==> config.mk <==
export PLATFORM = sky130hd
export DESIGN_NAME = plix_fifo
export DESIGN_NICKNAME = d
export VERILOG_FILES = /design/src/design/plix_pkg.sv /design/src/design/plix_fifo.sv
export SDC_FILE = /design/constraint.sdc
export NUM_CORES = 1
export LEC_CHECK = 0
export BUFFER_PORTS_ARGS = -buffer_cell sky130_fd_sc_hd__buf_4
export CORE_ASPECT_RATIO = 0.7
export CORE_MARGIN = 4
export CORE_UTILIZATION = 55
export DETAILED_ROUTE_END_ITERATION = 12
export GPL_TIMING_DRIVEN = 0
export HOLD_SLACK_MARGIN = 0.06
export PLACE_DENSITY_LB_ADDON = 0.25
export SLEW_MARGIN = 40
export SYNTH_ARGS = -nofsm -noshare
export SYNTH_HDL_FRONTEND = slang
export SYNTH_SLANG_ARGS = --single-unit
==> constraint.sdc <==
create_clock -name i_clk -period 4.2 [get_ports i_clk]
set_input_delay 1.05 -clock i_clk [delete_from_list [all_inputs] [get_ports i_clk]]
set_output_delay 1.05 -clock i_clk [all_outputs]
set_load 0.05 [all_outputs]
==> src/design/plix_pkg.sv <==
package plix_pkg;

    // default sizes for the top-level parameters
    localparam int LIST_DEPTH_DEF = 1024;
    localparam int MAX_LISTS_DEF  = 4;

    // command queue between front and back
    localparam int FIFO_DEPTH = 2;
    localparam int FIFO_AW    = (FIFO_DEPTH > 1) ? $clog2(FIFO_DEPTH) : 1;

    // action codes as they arrive in tuser
    localparam logic [1:0] ACT_LOAD  = 2'd0;
    localparam logic [1:0] ACT_PROBE = 2'd1;
    localparam logic [1:0] ACT_CLEAR = 2'd2;

    // classified command; list_count already saturated to the list count
    typedef struct packed {
        logic [1:0]  kind;
        logic [1:0]  list_id;
        logic [31:0] value;
        logic [2:0]  count;
    } t_cmd;

endpackage

==> src/design/plix_fifo.sv <==
module plix_fifo (
    input  logic              i_clk,
    input  logic              i_rst_n,
    input  logic              i_push,
    input  plix_pkg::t_cmd    i_cmd,
    input  logic              i_pop,
    output plix_pkg::t_cmd    o_cmd,
    output logic              o_full,
    output logic              o_empty
);

    localparam int CW = $clog2(plix_pkg::FIFO_DEPTH + 1);

    plix_pkg::t_cmd                  r_mem [plix_pkg::FIFO_DEPTH];
    logic [plix_pkg::FIFO_AW-1:0]    r_wp;
    logic [plix_pkg::FIFO_AW-1:0]    r_rp;
    logic [CW-1:0]                   r_cnt;

    assign o_full  = (r_cnt == CW'(plix_pkg::FIFO_DEPTH));
    assign o_empty = (r_cnt == '0);
    assign o_cmd   = r_mem[r_rp];

    always_ff @(posedge i_clk) begin
        if (i_push) begin
            r_mem[r_wp] <= i_cmd;
        end
    end

    always_ff @(posedge i_clk) begin
        if (!i_rst_n) begin
            r_wp  <= '0;
            r_rp  <= '0;
            r_cnt <= '0;
        end else begin
            if (i_push) begin
                r_wp <= (32'(r_wp) == plix_pkg::FIFO_DEPTH - 1) ? '0
                        : plix_pkg::FIFO_AW'(r_wp + 1'b1);
            end
            if (i_pop) begin
                r_rp <= (32'(r_rp) == plix_pkg::FIFO_DEPTH - 1) ? '0
                        : plix_pkg::FIFO_AW'(r_rp + 1'b1);
            end
            case ({i_push, i_pop})
                2'b10:   r_cnt <= CW'(r_cnt + 1'b1);
                2'b01:   r_cnt <= CW'(r_cnt - 1'b1);
                default: r_cnt <= r_cnt;
            endcase
        end
    end

endmodule

# Yosys cells after proc, flatten, opt, wreduce, memory -nomap -nowiden
# Memory sizes are Yosys's and may differ from the RTL's. A register that Yosys moved wholly into a read port is not among the register bits.
# Index checks and enable logic that the tools add are counted.
[totals]
reg_bits = 4
ramBits = 78
input_bits = 43
output_inout_bits = 41
memories = 1
[mem_list]
columns = ["name", "depth", "width", "read_ports", "rd_clocked_by_memory_dff", "wr", "line", "text"]
rows = [
  ["r_mem", 2, 39, 1, 1, 1, "plix_fifo.sv:14", "plix_pkg::t_cmd r_mem [plix_pkg::FIFO_DEPTH];"],
]
[op_classes]
n_addsub = 4
n_eq_ne = 3
n_mux = 7
reduce_logical = 2
[op_table]
columns = ["cell", "n"]
rows = [
  ["two-way mux 1 bit", 6],
  ["== test 2 bit, second input constant", 2],
  ["one-hot mux 2 bit (2 select lines)", 1],
  ["adder 1 bit, second input constant", 2],
  ["adder 2 x 1 -> 2 bit, second input constant", 1],
  ["== test 2 x 1 -> 1 bit, second input constant", 1],
  ["zero test 2 bit", 1],
  ["nonzero test 2 bit", 1],
  ["subtractor 2 x 1 -> 2 bit, second input constant", 1],
]

# Longest topological paths before layout
# Gate-level depths: netlist of the first run.
[depth]
ltp_word = 4
ltp_mapped = 5
ltp_nobuf = 5

# Worst setup path after synthesis of the first run
# No wires, ideal clock.
[synth_path]
kind = "input to register"
start = "in i_push"
end = "mem r_mem[0][0] (netlist bit) (enable)"
setup_ps = 438
t_arrival_ps = 2778
t_required_ps = 3762
slack_ps = 985
path_stages = 2
path_buffers = 0
cell_sequence = "inv_1 > nor2_1"
[synth_between]
elab_chain_len = 2
[synth_lines]
columns = ["item", "line", "text"]
rows = [
  ["from (decl)", "plix_fifo.sv:4", "input logic i_push,"],
  ["two-way mux 1 bit", "plix_fifo.sv:24", "if (i_push) begin"],
  ["two-way mux 1 bit (implied by the code)", "plix_fifo.sv:25", "r_mem[r_wp] <= i_cmd;"],
  ["to (decl)", "plix_fifo.sv:14", ""],
]
# No other way between the ends.

==> results.md, run 1 <==
- Run status: complete, no violations
- Worst skew pair latency: 0.33 ns
- Clock tree buffer depth: 2
- Critical Path Max Stage Delay: 0.36 ns
- Port Buffers: 83
- Hold Slack: 0.5553 ns
- Clock Tree Root: clkbuf_8
- DR WL/cell: 15.71 µm
- Clock sinks: 83
- Most numerous cell on the critical path: buf_4
- DRT antenna net count: 0
- Die area: 6760 µm²
- Worst path arrival time: 1.76 ns
- Initial DRC Count: 50
- Reg2reg path depth: 1
- Core Box Area: 5285 µm²
- Gate power share: 18.9%
- Gpl congestion: 0.6691
- Initial antenna violation count: 0
- Flop2flop setup slack: 2.91 ns
- Final wirelength: 4965 µm
- Hold depth: 2
- Largest net degree at the start of global routing: 40
- Reg2reg end: r_mem[1][7]
- Mapped cell area: 3020 µm²
- Period utilization: 66.85%
- P&R area growth vs syn: 32.93%
- Register share of total power: 50.2%
- Synthesized Nets: 187
- Clk pwr share: 31.0%
- Lkg Pwr: 1.521 nW
- Hpwl dp: 3498 µm
- Cell variety after synth: 17
- Syn Area/Cell: 21.12 µm²
- Vias in the first global route: 1,687
- Crit path cell chain: buf_2 > buf_4 > mux2_2 > buf_4
- Layout fillers: 329
- Hold Path Class: register to register
- Sw frac: 26.01%
- Mapped Cells: 143
- Post-CTS Hold Fix Bufs: 0
- CTS tree: yes
- Reg-to-reg critical path startpoint: r_wp
- Syn. warnings: 0
- Antenna cells: 0
- Crit-path slowest cell: dfxtp_1
- Nets: 283
- Switching power: 0.0005008 W
- Tot GR Track Use: 15.81%
- Gr ovfl total: 0
- Top achievable clock speed: 356.2 MHz
- Worst hold path endpoint: r_cnt[1]
- Register area share after synthesis: 80.86%
- Final slew viol count: 0
- Final Core Density: 75.97%
- CTS HTree Levels: 3
- Critical Path Fanout Max: 10
- Setup-failing EPs final: 0
- DR pass1 iterations: 3
- Crit. End Element: primary output
- Global-route wire length before repair: 7817 µm
- CP required: 3.15 ns
- Inserted Clock Buffers: 9
- Proportion of layout cells with a drive suffix above 1: 59.43%
- Die height: 70 µm
- MaxCap Viol Count: 0
- Peak VDD IR: 300.3 µV
- Hold Crit Start: r_cnt[1]
- Clock skew: 0.004977 ns
- Initial Util: 57.15%
- Int Power: 0.001424 W
- Crit Path Class: register to primary output
- Worst relative slew slack: 65.40%
- Final Hold Viols: 0
- Seq cells post-synth: 83
- Startpoint Class: register
- Clock slew at reported path FFs: 0.08 ns
- Die Span X: 96.58 µm
- PwrDens: 479.5 nW/µm²
- # resized after CTS: 0
- Post-CTS Setup Inserts: 0
- Via count: 1,564
- Vias per cell: 4.949
- Num rows: 22
- Drc violations: 0
- Actual slew at the worst max-slew pin: 0.5189 ns
- Num ports: 84
- Setup_tns: 0 ns
- Tmin final: 2.808 ns
- RSZ-0062 raised after global routing: no
-- power groups by stage --
stage / logic [W] / clock network (W) / registers (W)
final: 0.000363 / 0.000596 / 0.000966
after floorplan: 0.000240 / 0 / 0.000981
after CTS: 0.000367 / 0.000611 / 0.000966
after detailed placement: 0.000365 / 0 / 0.000985
after global placement: 0.000351 / 0 / 0.000984
after global routing: 0.000381 / 0.000657 / 0.000970
-- state kept, by name (all words and copies together), names as in the netlist, named ones only --
name,count
r_cnt,2
r_mem,78
r_rp,1
r_wp,1
-- stage by stage --
stage	setup slack, ns	std cells	area (µm²)	total power (W)
floorplan	0.9845	143	3020	0.001222
global placement	0.04570	298	3734	0.001335
detailed placement	1.751	300	3799	0.001350
CTS	1.371	316	4015	0.001944
global route	1.305	316	4015	0.002008
finish	1.392	316	4015	0.001925
-- cell usage in the layout, fill, tap and decap left out --
cell type / Yosys / routed
inv_1: 1 / 1
clkinv_1: 0 / 1
buf_16: 0 / 2
o21a_1: 1 / 1
clkbuf_1: 0 / 1
o21ai_0: 1 / 1
edfxtp_1: 78 / 78
nor2_4: 0 / 1
nor2_1: 2 / 1
xnor2_1: 2 / 2
a21boi_1: 1 / 1
clkinv_4: 0 / 1
and2_4: 0 / 1
buf_4: 1 / 84
and2b_2: 1 / 1
or3_1: 1 / 1
ha_1: 1 / 1
buf_2: 3 / 3
xor2_1: 1 / 1
inv_6: 0 / 1
bufinv_16: 0 / 2
and2_1: 4 / 3
clkinvlp_4: 0 / 1
nor2b_1: 1 / 1
mux2_2: 39 / 39
clkbuf_8: 0 / 9
dfxtp_1: 5 / 5
-- per-layer routing --
metal | track usage [%] | share of wire (%)
met5 | 0 | 0
met2 | 25.99 | 51
met4 | 5.132 | 0.93
met3 | 5.490 | 6.2
met1 | 19.52 | 41
-- final cells by class --
cell class | count | area (µm²) | area share [%]
flip-flops and latches | 83 | 2442 | 60.83
inverters | 1 | 3.754 | 0.09349
clock buffers | 10 | 127.6 | 3.179
well taps | 72 | 90.09 | 2.244
plain buffers | 4 | 22.52 | 0.5609
multi-input cells | 55 | 561.8 | 13.99
clock inverters | 6 | 88.84 | 2.213
repair buffers | 85 | 678.2 | 16.89
-- worst max-delay path, delay by kind of cell, from the launching register on --
kind     cells  cell delay [ns]
buf+inv      3             0.71
flops        1             0.36
mux          1             0.35
-- cells in the mapped netlist --
cell type	instances	area, µm²
xor2_1	1	8.760
xnor2_1	2	17.52
buf_4	1	7.510
o21a_1	1	7.510
and2b_2	1	8.760
or3_1	1	6.260
dfxtp_1	5	100.1
nor2_1	2	7.510
buf_2	3	15.01
and2_1	4	25.02
o21ai_0	1	5.000
nor2b_1	1	6.260
a21boi_1	1	7.510
edfxtp_1	78	2342
mux2_2	39	439.2
ha_1	1	12.51
inv_1	1	3.750
-- logic make-up (layout without fill, tap and decap cells) --
kind of cell             after synthesis  in the layout  share of synthesized area, %
XOR/XNOR                               3              3                        0.8701
flip-flops                            83             83                         80.86
buffers and inverters                  5            106                        0.8698
AO/OA/AOI/OAI                          3              3                        0.6628
AND/OR/NAND/NOR                        9              9                         1.782
adder cells (fa/ha/maj)                1              1                        0.4142
multiplexers                          39             39                         14.54
-- worst max-delay path by stage --
stage                        end  depth (start not counted)     start
global route           o_cmd[18]                          4  register
global placement    r_mem[0][22]                          3    i_push
CTS                    o_cmd[18]                          4  register
detailed placement     o_cmd[16]                          4  register
floorplan            r_mem[0][0]                          2    i_push
finish                 o_cmd[18]                          4  register
(Power assumes the default switching activity.)
==> run 2, diff against run 1 <==
--- a/config.mk
+++ b/config.mk
@@ -8,7 +8,7 @@
 export BUFFER_PORTS_ARGS = -buffer_cell sky130_fd_sc_hd__buf_4
 export CORE_ASPECT_RATIO = 0.7
 export CORE_MARGIN = 4
-export CORE_UTILIZATION = 55
+export CORE_UTILIZATION = 46
 export DETAILED_ROUTE_END_ITERATION = 12
 export GPL_TIMING_DRIVEN = 0
 export HOLD_SLACK_MARGIN = 0.06
==> constraint.sdc (replaced) <==
create_clock -name i_clk -period 2.5 [get_ports i_clk]
set_input_delay 0.625 -clock i_clk [delete_from_list [all_inputs] [get_ports i_clk]]
set_output_delay 0.625 -clock i_clk [all_outputs]
set_load 0.05 [all_outputs]
==> results.md, run 2 (same netlist as run 1, synthesis figures left out) <==
- Final Core Density: 63.29% (-13 points)
- Stages on worst setup path: 4 (unchanged)
- DR pass1 iterations: 4 (+1)
- RSZ-0062 raised after global routing: no
- Die area: 7947 µm² (+18%)
- Sw frac: 26.88% (+0.86 points)
- Clk pwr share: 28.7% (-2.3 points)
- Setup_tns: 0 ns (unchanged)
- # resized after CTS: 0 (unchanged)
- Gr ovfl total: 0 (unchanged)
- Most numerous cell on the critical path: buf_4
- Switching power: 0.0008400 W (+68%)
- Die height: 75.80 µm (+8.3%)
- Layout fillers: 459 (+40%)
- Crit. End Element: primary output
- Vias in the first global route: 1,612 (-4.4%)
- Max FFs per register: 78 (unchanged)
- Top flop regs: r_mem (78), r_cnt (2)
- Final slew viol count: 0 (unchanged)
- Top achievable clock speed: 420.9 MHz
- Clock sinks: 83 (unchanged)
- Gpl congestion: 0.6349 (-5.1%)
- Crit Path Class: register to primary output
- Initial Util: 47.90% (-9.3 points)
- Crit-path slowest cell: mux2_2
- Reg with most FFs: r_mem
- Critical Path Max Stage Delay: 0.36 ns (about the same)
- Worst relative slew slack: 64.11% (-1.3 points)
- Num rows: 24 (+9.1%)
- Critical Path Fanout Max: 10 (unchanged)
- Via count: 1,538 (-1.7%)
- Startpoint Class: register
- Lkg Pwr: 1.503 nW (-1.2%)
- Drc violations: 0 (unchanged)
- Int Power: 0.002286 W (+60%)
- Core Box Area: 6306 µm² (+19%)
- Vias per cell: 4.776 (-3.5%)
- Run status: complete, no violations
- Post-CTS Hold Fix Bufs: 0 (unchanged)
- Buf+Inv Stages, Crit Path: 3 (unchanged)
- Nets: 283 (unchanged)
- DRT antenna net count: 0 (unchanged)
- Tmin final: 2.376 ns
- Peak VDD IR: 470.5 µV (+57%)
- CTS HTree Levels: 3 (unchanged)
- Gate power share: 19.5% (+0.6 points)
- CTS tree: yes
- Flop2flop setup slack: 1.20 ns (-1.71 ns)
- Reg-to-reg critical path startpoint: r_wp
- CP required: 1.88 ns (-1.27 ns)
- Final wirelength: 5162 µm (+4.0%)
- Commonest cells after routing, fill and taps aside: buf_4, edfxtp_1, mux2_2
- Commonest non-fill, non-tap cell in the layout: buf_4
- Hold Crit Start: i_cmd[13]
- P&R area growth vs syn: 32.15%
- Port Buffers: 83 (unchanged)
- Clock skew: 0.005785 ns (+0.0008083 ns)
- Largest net degree at the start of global routing: 40 (unchanged)
- Final Hold Viols: 0 (unchanged)
- Global-route wire length before repair: 7962 µm (+1.9%)
- Inserted Clock Buffers: 9 (unchanged)
- Hold Path Class: primary input to register
- Worst path top cell family by delay: buffers and inverters
- PwrDens: 783.1 nW/µm² (+63%)
- Reg2reg path depth: 1 (unchanged)
- Register share of total power: 51.9% (+1.7 points)
- Clock Tree Root: clkbuf_8
- Clock tree buffer depth: 2 (unchanged)
- MaxCap Viol Count: 0 (unchanged)
- Reg2reg end: r_mem[1][7]
- FF+latch area: 2442 µm² (unchanged)
- Hold depth: 1 (-1)
- Initial antenna violation count: 0 (unchanged)
- Num ports: 84 (unchanged)
- DR WL/cell: 16.03 µm (+2.0%)
- Antenna cells: 0 (unchanged)
- Actual slew at the worst max-slew pin: 0.5383 ns (+0.01939 ns)
- Tot GR Track Use: 13.51% (-2.3 points)
- Post-CTS Setup Inserts: 0 (unchanged)
- Die Span X: 104.9 µm (+8.6%)
- Multi-input combinational cell area: 561.8 µm² (unchanged)
- Hpwl dp: 3509 µm (+0.33%)
- Crit path cell chain: buf_2 > buf_4 > mux2_2 > buf_4
- Setup-failing EPs final: 0 (unchanged)
- Initial DRC Count: 42 (-16%)
- Period utilization: 95.04%
- Worst hold path endpoint: r_mem[1][13]
- Worst path arrival time: 1.75 ns (about the same)
- Proportion of layout cells with a drive suffix above 1: 59.02% (-0.41 points)
- Clock slew at reported path FFs: 0.08 ns (about the same)
- Worst skew pair latency: 0.34 ns (about the same)
run 2: cell types whose count changed in the layout (fill, tap and decap cells not counted):
cell        change
inv_6           -1
clkinv_2        +1
clkinvlp_4      +1
clkbuf_1        +1
clkinv_4        -1
bufinv_16       -1
run 2: power by group through the flow:
stage,registers [W],clock network [W],logic [W]
2_1_floorplan,0.00165,0,0.000404
3_3_place_gp,0.00165,0,0.000593
3_5_place_dp,0.00165,0,0.000614
4_1_cts,0.00162,0.000919,0.000617
5_1_grt,0.00163,0.000983,0.000641
6_report,0.00162,0.000896,0.000609
run 2: metrics by stage:
stage | total power, W | hold slack [ns] | setup slack [ns] | instance area (µm²) | cells
global route | 0.003252 | 0.4379 | 0.003085 | 3991 | 322
detailed placement | 0.002268 | 0.5028 | 0.4819 | 3806 | 306
floorplan | 0.002052 | 0.4662 | 0.3904 | 3023 | 143
finish | 0.003126 | 0.4655 | 0.1241 | 3991 | 322
CTS | 0.003159 | 0.4467 | 0.08559 | 3991 | 322
global placement | 0.002245 | 0.4869 | -0.2548 | 3744 | 304
run 2: worst max-delay path by stage:
stage | start | end | slack [ns]
3_3_place_gp | i_push | r_mem[0][4] | -0.25
3_5_place_dp | register | o_cmd[17] | 0.48
4_1_cts | register | o_cmd[12] | 0.09
2_1_floorplan | i_push | r_mem[0][0] | 0.39
5_1_grt | register | o_cmd[16] | 0.003
6_report | register | o_cmd[12] | 0.12
run 2: cell type report:
type	count	share of cell area, %
well taps	78	2.445
plain buffers	4	0.5643
flip-flops and latches	83	61.19
clock inverters	5	1.348
multi-input cells	55	14.08
inverters	1	0.09404
clock buffers	11	3.292
repair buffers	85	16.99
run 2: metal layers:
metal | wire length, µm | global-route usage [%]
met4 | 27 | 5.677
met2 | 2459 | 21.39
met3 | 402 | 6.266
met5 | 0 | 0
met1 | 2272 | 16.38
==> run 3, diff against run 2 <==
--- a/config.mk
+++ b/config.mk
@@ -5,10 +5,10 @@
 export SDC_FILE = /design/constraint.sdc
 export NUM_CORES = 1
 export LEC_CHECK = 0
-export BUFFER_PORTS_ARGS = -buffer_cell sky130_fd_sc_hd__buf_4
+export BUFFER_PORTS_ARGS = -buffer_cell sky130_fd_sc_hd__buf_2
 export CORE_ASPECT_RATIO = 0.7
 export CORE_MARGIN = 4
-export CORE_UTILIZATION = 46
+export CORE_UTILIZATION = 55
 export DETAILED_ROUTE_END_ITERATION = 12
 export GPL_TIMING_DRIVEN = 0
 export HOLD_SLACK_MARGIN = 0.06
==> constraint.sdc (replaced) <==
create_clock -name i_clk -period 3 [get_ports i_clk]
set_input_delay 0.75 -clock i_clk [delete_from_list [all_inputs] [get_ports i_clk]]
set_output_delay 0.75 -clock i_clk [all_outputs]
set_load 0.05 [all_outputs]
==> results.md, run 3 (same netlist as run 1, synthesis figures left out) <==
- Run status: complete, no violations
- Vias per cell: 4.886 (+2.3%)
- Commonest cells after routing, fill and taps aside: buf_2, edfxtp_1, mux2_2
- Final slew viol count: 0 (unchanged)
- MaxCap Viol Count: 0 (unchanged)
- Die height: 70 µm (-7.6%)
- Setup-failing EPs final: 0 (unchanged)
- Antenna cells: 0 (unchanged)
- Largest net degree at the start of global routing: 40 (unchanged)
- Hold Slack: 0.5091 ns (+0.04369 ns)
- Crit. End Element: primary output
- Crit-path slowest cell: mux2_2
- Port Buffers: 83 (unchanged)
- Hpwl dp: 3246 µm (-7.5%)
- Reg with most FFs: r_mem
- Hold Crit Start: r_cnt[1]
- Num rows: 22 (-8.3%)
- Gr ovfl total: 0 (unchanged)
- Flop2flop setup slack: 1.71 ns (+0.51 ns)
- PwrDens: 691.9 nW/µm² (-12%)
- Final wirelength: 4835 µm (-6.3%)
- Reg-to-reg critical path startpoint: r_wp
- Vias in the first global route: 1,556 (-3.5%)
- Clock tree buffer depth: 2 (unchanged)
- Global-route wire length before repair: 7176 µm (-9.9%)
- Core Box Area: 5285 µm² (-16%)
- Lkg Pwr: 1.444 nW (-4.0%)
- DRT antenna net count: 0 (unchanged)
- CP required: 2.25 ns (+0.37 ns)
- Nets: 283 (unchanged)
- Die Span X: 96.58 µm (-7.9%)
- Final Core Density: 71.59% (+8.3 points)
- Worst path arrival time: 1.75 ns (about the same)
- Hold Path Class: register to register
- RSZ-0062 raised after global routing: no
- Initial antenna violation count: 0 (unchanged)
- Max FFs per register: 78 (unchanged)
- Proportion of layout cells with a drive suffix above 1: 59.26% (+0.24 points)
- Critical Path Fanout Max: 10 (unchanged)
- Clock Tree Root: clkbuf_8
- DR WL/cell: 15.35 µm (-4.3%)
- Inserted Clock Buffers: 9 (unchanged)
- Post-CTS Setup Inserts: 0 (unchanged)
- Via count: 1,539 (+0.065%)
- Top achievable clock speed: 399.8 MHz
- DR pass1 iterations: 4 (unchanged)
- Clock skew: 0.005775 ns (-0.00001060 ns)
- Hold depth: 2 (+1)
- Period utilization: 83.38%
- Buf+Inv Stages, Crit Path: 3 (unchanged)
- Tot GR Track Use: 14.77% (+1.3 points)
- Num ports: 84 (unchanged)
- Crit Path Class: register to primary output
- Actual slew at the worst max-slew pin: 0.5281 ns (-0.01025 ns)
- CTS tree: yes
- Clock sinks: 83 (unchanged)
- Critical Path Max Stage Delay: 0.36 ns (about the same)
- Worst hold path endpoint: r_cnt[1]
- Crit path cell chain: buf_2 > buf_4 > mux2_2 > buf_2
- CTS HTree Levels: 3 (unchanged)
- Commonest non-fill, non-tap cell in the layout: buf_2
- Startpoint Class: register
- Initial Util: 57.15% (+9.3 points)
- Gpl congestion: 0.6691 (+5.4%)
- Top flop regs: r_mem (78), r_cnt (2)
- Peak VDD IR: 419.5 µV (-11%)
- Initial DRC Count: 82 (+95%)
- # resized after CTS: 0 (unchanged)
- Worst relative slew slack: 64.79% (+0.68 points)
- Final Hold Viols: 0 (unchanged)
- Worst path top cell family by delay: buffers and inverters
- Worst skew pair latency: 0.34 ns (about the same)
- Die area: 6760 µm² (-15%)
- Clock slew at reported path FFs: 0.07 ns (about the same)
- Power after layout: 0.002618 W (-16%)
- Drc violations: 0 (unchanged)
- Post-CTS Hold Fix Bufs: 0 (unchanged)
- Reg2reg path depth: 1 (unchanged)
- Tmin final: 2.501 ns
- Most numerous cell on the critical path: buf_2
- P&R area growth vs syn: 25.27%
- Reg2reg end: r_mem[1][6]
## run 3: power breakdown
part | internal (W) | total (W) | leakage (nW) | switching (W)
sequential | 0.00133 | 0.00135 | 0.774 | 0.0000172
clock | 0.000463 | 0.000816 | 0.104 | 0.000353
combinational | 0.000138 | 0.000451 | 0.566 | 0.000313
total | 0.00194 | 0.00262 | 1.44 | 0.000683
## run 3: final cells by class
type                       count  area [µm²]
buffer                         4       22.52
clock buffer                  10       127.6
clock inverter                 5       77.57
fill                         373        1501
inverter                       1       3.754
multi-input combinational     55       561.8
sequential                    83        2442
tap                           72       90.09
timing repair buffer          85       457.9
## run 3: through the flow
stage / TNS (ns) / cells / area (µm²) / setup slack [ns]
after floorplan: 0 / 143 / 3020 / 0.08450
after global placement: -35.34 / 298 / 3526 / -0.8873
after detailed placement: 0 / 300 / 3578 / 0.8275
after CTS: 0 / 315 / 3784 / 0.4456
after global routing: 0 / 315 / 3784 / 0.3888
final: 0 / 315 / 3784 / 0.4985
## run 3: metal layers
layer,vias up,part of all wire [%],GRT usage [%]
met3,7,7.6,6.028
met1,731,41,17.28
li1,747,-,-
met5,-,0,0
met2,54,50,23.55
met4,0,0.89,6.998
## run 3: worst max path at each step
stage	startpoint	endpoint	slack, ns	cells after the start
2_1_floorplan	i_push	r_mem[0][0]	0.08	2
3_3_place_gp	i_push	r_mem[0][33]	-0.89	3
3_5_place_dp	register	o_cmd[16]	0.83	4
4_1_cts	register	o_cmd[16]	0.45	4
5_1_grt	register	o_cmd[17]	0.39	4
6_report	register	o_cmd[16]	0.50	4
